### src/hdl/frim_ram.sv
// Generic single-port-write, single-port-read RAM with a registered read.
// Depends on nothing.
module frim_ram #(
  parameter int unsigned Width = 8,
  parameter int unsigned Depth = 16
) (
  input  logic                     clk_i,
  input  logic                     we_i,
  input  logic [$clog2(Depth)-1:0] waddr_i,
  input  logic [Width-1:0]         wdata_i,
  input  logic                     re_i,
  input  logic [$clog2(Depth)-1:0] raddr_i,
  output logic [Width-1:0]         rdata_o
);

  logic [Width-1:0] mem_q [Depth];

  always_ff @(posedge clk_i) begin
    if (we_i) begin
      mem_q[waddr_i] <= wdata_i;
    end
    if (re_i) begin
      rdata_o <= mem_q[raddr_i];
    end
  end

endmodule

### config.mk
export PLATFORM = sky130hd
export DESIGN_NAME = frim_ram
export DESIGN_NICKNAME = d
export VERILOG_FILES = /design/src/hdl/frim_ram.sv
export SDC_FILE = /design/constraint.sdc
export NUM_CORES = 1
export LEC_CHECK = 0
export ABC_AREA = 1
export BUFFER_PORTS_ARGS = -buffer_cell sky130_fd_sc_hd__buf_2
export CORE_MARGIN = 5
export CORE_UTILIZATION = 60
export CTS_CLUSTER_SIZE = 14
export DETAILED_ROUTE_END_ITERATION = 8
export GPL_TIMING_DRIVEN = 0
export PLACE_DENSITY = 0.75
export REMOVE_ABC_BUFFERS = 1
export SYNTH_ARGS = -nofsm -noshare
export SYNTH_HDL_FRONTEND = slang
export SYNTH_SLANG_ARGS = --single-unit
export TNS_END_PERCENT = 5
### constraint.sdc
create_clock -name clk_i -period 3.2 [get_ports clk_i]
set_clock_uncertainty 0.15 [all_clocks]
set_input_delay 0.16 -clock clk_i [delete_from_list [all_inputs] [get_ports clk_i]]
set_output_delay 0.16 -clock clk_i [all_outputs]
set_load 0.03 [all_outputs]
=== Word level (Yosys, flattened, before mapping) ===
Memory sizes are Yosys's and may differ from the RTL's. A register that Yosys moved wholly into a read port is not among the register bits.
Cells that the tools add are included.

* Mux-type cells: 2

{| class="wikitable"
|+ Operators with widths
! operator !! count
|-
| 1-bit two-way mux || 2
|}

* Register bits after elaboration: 0
* Bits in writable memories: 128
* Bits of input ports: 19
* Output and inout bits: 8
* Word-level logic and storage cells: 3
* Memories: 1

{| class="wikitable"
|+ Memories
! name !! depth !! bits a word !! read ports !! clocked after memory_dff !! write ports !! line !! RTL
|-
| mem_q || 16 || 8 || 1 || 1 || 1 || 16 || <nowiki>logic [Width-1:0] mem_q [Depth];</nowiki>
|}

=== Longest topological paths before layout ===
* Depth in word-level cells: 2
* Mapped depth: 8
* Gate-level depth less buffers: 7

=== Least setup slack after synthesis ===
OpenSTA, ideal clock, no wires.

* Kind: input to register
* Start: input waddr_i[2]
* End: memory mem_q[10][0], enable pin
* Setup time: 370 ps
* Data arrival time: 741 ps
* Data required time: 2680 ps
* Path slack: 1939 ps
* Stages on the path: 2
* Path buffers: 0
* Path through: nand3b_1 -> nor2_1

{| class="wikitable"
|+ RTL lines
! element !! line !! RTL
|-
| from (decl) || 9 || <nowiki>input logic [$clog2(Depth)-1:0] waddr_i,</nowiki>
|-
| to (decl) || 16 ||
|}

No word-level cell before the write port.

==> impl_results.md <==
* Maximum VDD drop at 0.4070 mV
* Max-cap violations at 0
* Fin. Hold Viols at 0
* Core ar. at 0.009639 mm²
* Gate Count Post-Synth at 551
* First-pass GRT wire length at 19260 µm
* Post-Syn Area at 0.005847 mm²
* WHS Path Cells at 4
* Worst EP arrival at 2.68 ns
* End of the critical path: rdata_o[7]
* Share of the synthesized area in the top cell type at 0.6985
* Pleak at 0.002864 µW
* Area Growth Syn to Fin at 14.57%
* Final Critical Period at 2.562 ns
* Number of synthesized register bits at 136
* Vias per cell at 5.276
* DRC marker count from the first detailed-route iteration at 372
* Cell area after placement at 0.005977 mm²
* Cell taking the most area after synthesis: edfxtp_1
* Setup TNS Final at 0 ns
* Critical path class: input pin to flip-flop
* Vias in the first global route at 3664
* Fill count at 654
* Grt total ovfl at 0
* Worst Path Max Fanout at 65
* Wire length on met2 at 6454 µm
* Netlist cell types at 11
* Synth warn at 0
* Core Rows at 36
* Seq/Total Area, Yosys at 0.6985
* Avg Cell Area, Syn at 10.61 µm²
* Worst Path Required at 3.32 ns
* Initial antenna violation count at 0
* Dominant cell by count in the synthesized netlist: nand2_1
* Non-filler cells, final at 727
* CTS tree: done
* Antenna cells at 0
* GP Congestion at 0.8230
* CP max stage cell: buf_2
* Die width at 108.7 µm
* Levels on crit path at 8
* Post-route cell area at 0.006699 mm²
* 1st-pass router iterations at 6
* Slowest stage delay, CP at 0.91 ns
* I/O Buffers at 26
* HP Start: raddr_i[2]
* Root Driver: clkbuf_8
* GRT Resource Usage Total at 0.2274
* Number of setup buffers added after CTS at 0
* Startpoint Class: input pin
* H-tree depth at 4
* Largest net degree at the start of global routing at 66
* Hold Crit Class: input pin to flip-flop
* Wire per inst at 16.87 µm
* Clock Latency Late Sink at 0.52 ns
* Placed cells at 686
* Clk sinks at 136
* Die area at 0.01182 mm²
* Post-synth EDFFs at 136
* Top cells by count, synth: nand2_1 (173), edfxtp_1 (136), inv_1 (100)
* Most used cell, CP: nand2_1
* Layout cells sized above 1 at 0.09764
* RSZ-0062 raised after global routing: false
* Kind of cell adding the most delay to the critical path: buffers and inverters
* Starting density of the core at 0.6066
* DR top layer: met4
* DR vias at 3836
* FF-to-FF End: rdata_o[5]
* R2r setup slk at 1.83 ns
* Antenna-violating nets left at 0
* Top-Level Pins at 27
* Routed WL at 12260 µm
* Critical-path cell list: buf_2, inv_2, nand2_1, nand2_1, nand2_1, nand3_1, nand3_1, nand2_1
* CTS Buf Count at 17
* PwrDens at 641.0 mW/mm²
* Dpl hpwl at 6990 µm
* Met1 wire length at 4732 µm
* DR WL met3 at 816 µm
* FFs w/ async S/R, synth at 0
* DRC errors left at 0
* Die height at 108.7 µm
* Slew Limit Fails at 0
* Achievable Freq at 0.3904 GHz
* Worst Setup SP: raddr_i[0]
* Final period utilization at 0.8005
* Outcome: completed
* Setup violations, final at 0
* RR Startpoint: mem_q[7][5]
* Synth area leaders: edfxtp_1 (70%), nand2_1 (11%), nand3_1 (8.3%)
* Max_slew headroom at 0.1695
* Fin nets at 601
* Crit path capture type: flip-flop
* Reg2reg path depth at 6
* Dominant synthesized flop cell: edfxtp_1
* Worst slew pin tran at 1.246 ns
* CTS clk-pin slew, worst paths at 0.06 ns
* Buffers & Inverters on Critical Path at 2
* Maximum root-to-sink buffer count at 2
[worst min-delay path by stage]
stage | endpoint | slack, ns
after floorplan | mem_q[0][0] | 0.11
after global placement | rdata_o[0] | 0.38
after detailed placement | rdata_o[7] | 0.39
after CTS | rdata_o[7] | 0.08
after global routing | rdata_o[3] | 0.15
final | rdata_o[7] | 0.12
[layer usage]
| layer | vias to the layer above | global-route usage |
|---|---|---|
| met2 | 170 | 0.3941 |
| met4 | 0 | 0.09468 |
| met1 | 1801 | 0.2786 |
| met3 | 22 | 0.04677 |
| met5 | - | 0 |
| li1 | 1843 | - |
[cells by family (layout without fill, tap and decap cells)]
kind of cell / after synthesis / in the layout / share of synthesized area
buf+inv: 126 / 169 / 0.09394
flops: 136 / 136 / 0.6985
simple gates: 289 / 289 / 0.2076
[worst min-delay path, delay by kind of cell]
kind	cells	cell delay, ns
buffers and inverters	1	0.24
AND/OR/NAND/NOR	3	0.28
[placed cells by master, fill, tap and decap left out]
cell type and instances:
clkbuf_16 16, bufinv_16 5, nand3_1 97, nand2_1 173
clkinv_2 3, edfxtp_1 136, dlygate4sd3_1 10, nor2_1 17
clkinvlp_4 4, inv_2 2, buf_2 26, nand3b_1 2
clkbuf_1 1, inv_1 100, clkbuf_8 1, clkinv_4 1
[report_power, final]
part,internal [µW],total [µW],switching [µW]
Sequential,2010,2020,9.25
Clock,1330,2020,690
Combinational,69.1,254,184
Total,3410,4290,883
[layout make-up]
cell class                      count  area [µm²]  share of cell area
Inverter                          102       382.9             0.05715
Clock buffer                       18       417.9             0.06238
Sequential cell                   136        4084              0.6096
Tap cell                          133       166.4             0.02484
Timing Repair Buffer               36       230.2             0.03437
Multi-Input combinational cell    289        1214              0.1812
Clock inverter                     13       203.9             0.03044
[registers in the layout, summed over array words and instances, names as in the netlist]
name and cells:
mem_q 128, rdata_o 8
[metrics by stage]
| step | hold WS (ns) | power (µW) | setup slack [ns] | utilization |
|---|---|---|---|---|
| floorplan | 0.1089 | 2178 | 1.769 | - |
| global placement | 0.3820 | 2286 | 0.2097 | 0.6201 |
| detailed placement | 0.3861 | 2294 | 0.1781 | 0.6201 |
| CTS | 0.08170 | 4310 | 0.7375 | 0.6950 |
| global route | 0.1475 | 4428 | 0.4421 | 0.6950 |
| finish | 0.1172 | 4294 | 0.6382 | 0.6950 |
[timing repair]
action / CTS / global route
hold buffers: 10 / 0
endpoints found under the hold margin: 137 / 0
resized for setup: 0 / 0
No activity file was read; power rests on OpenSTA's default activity.
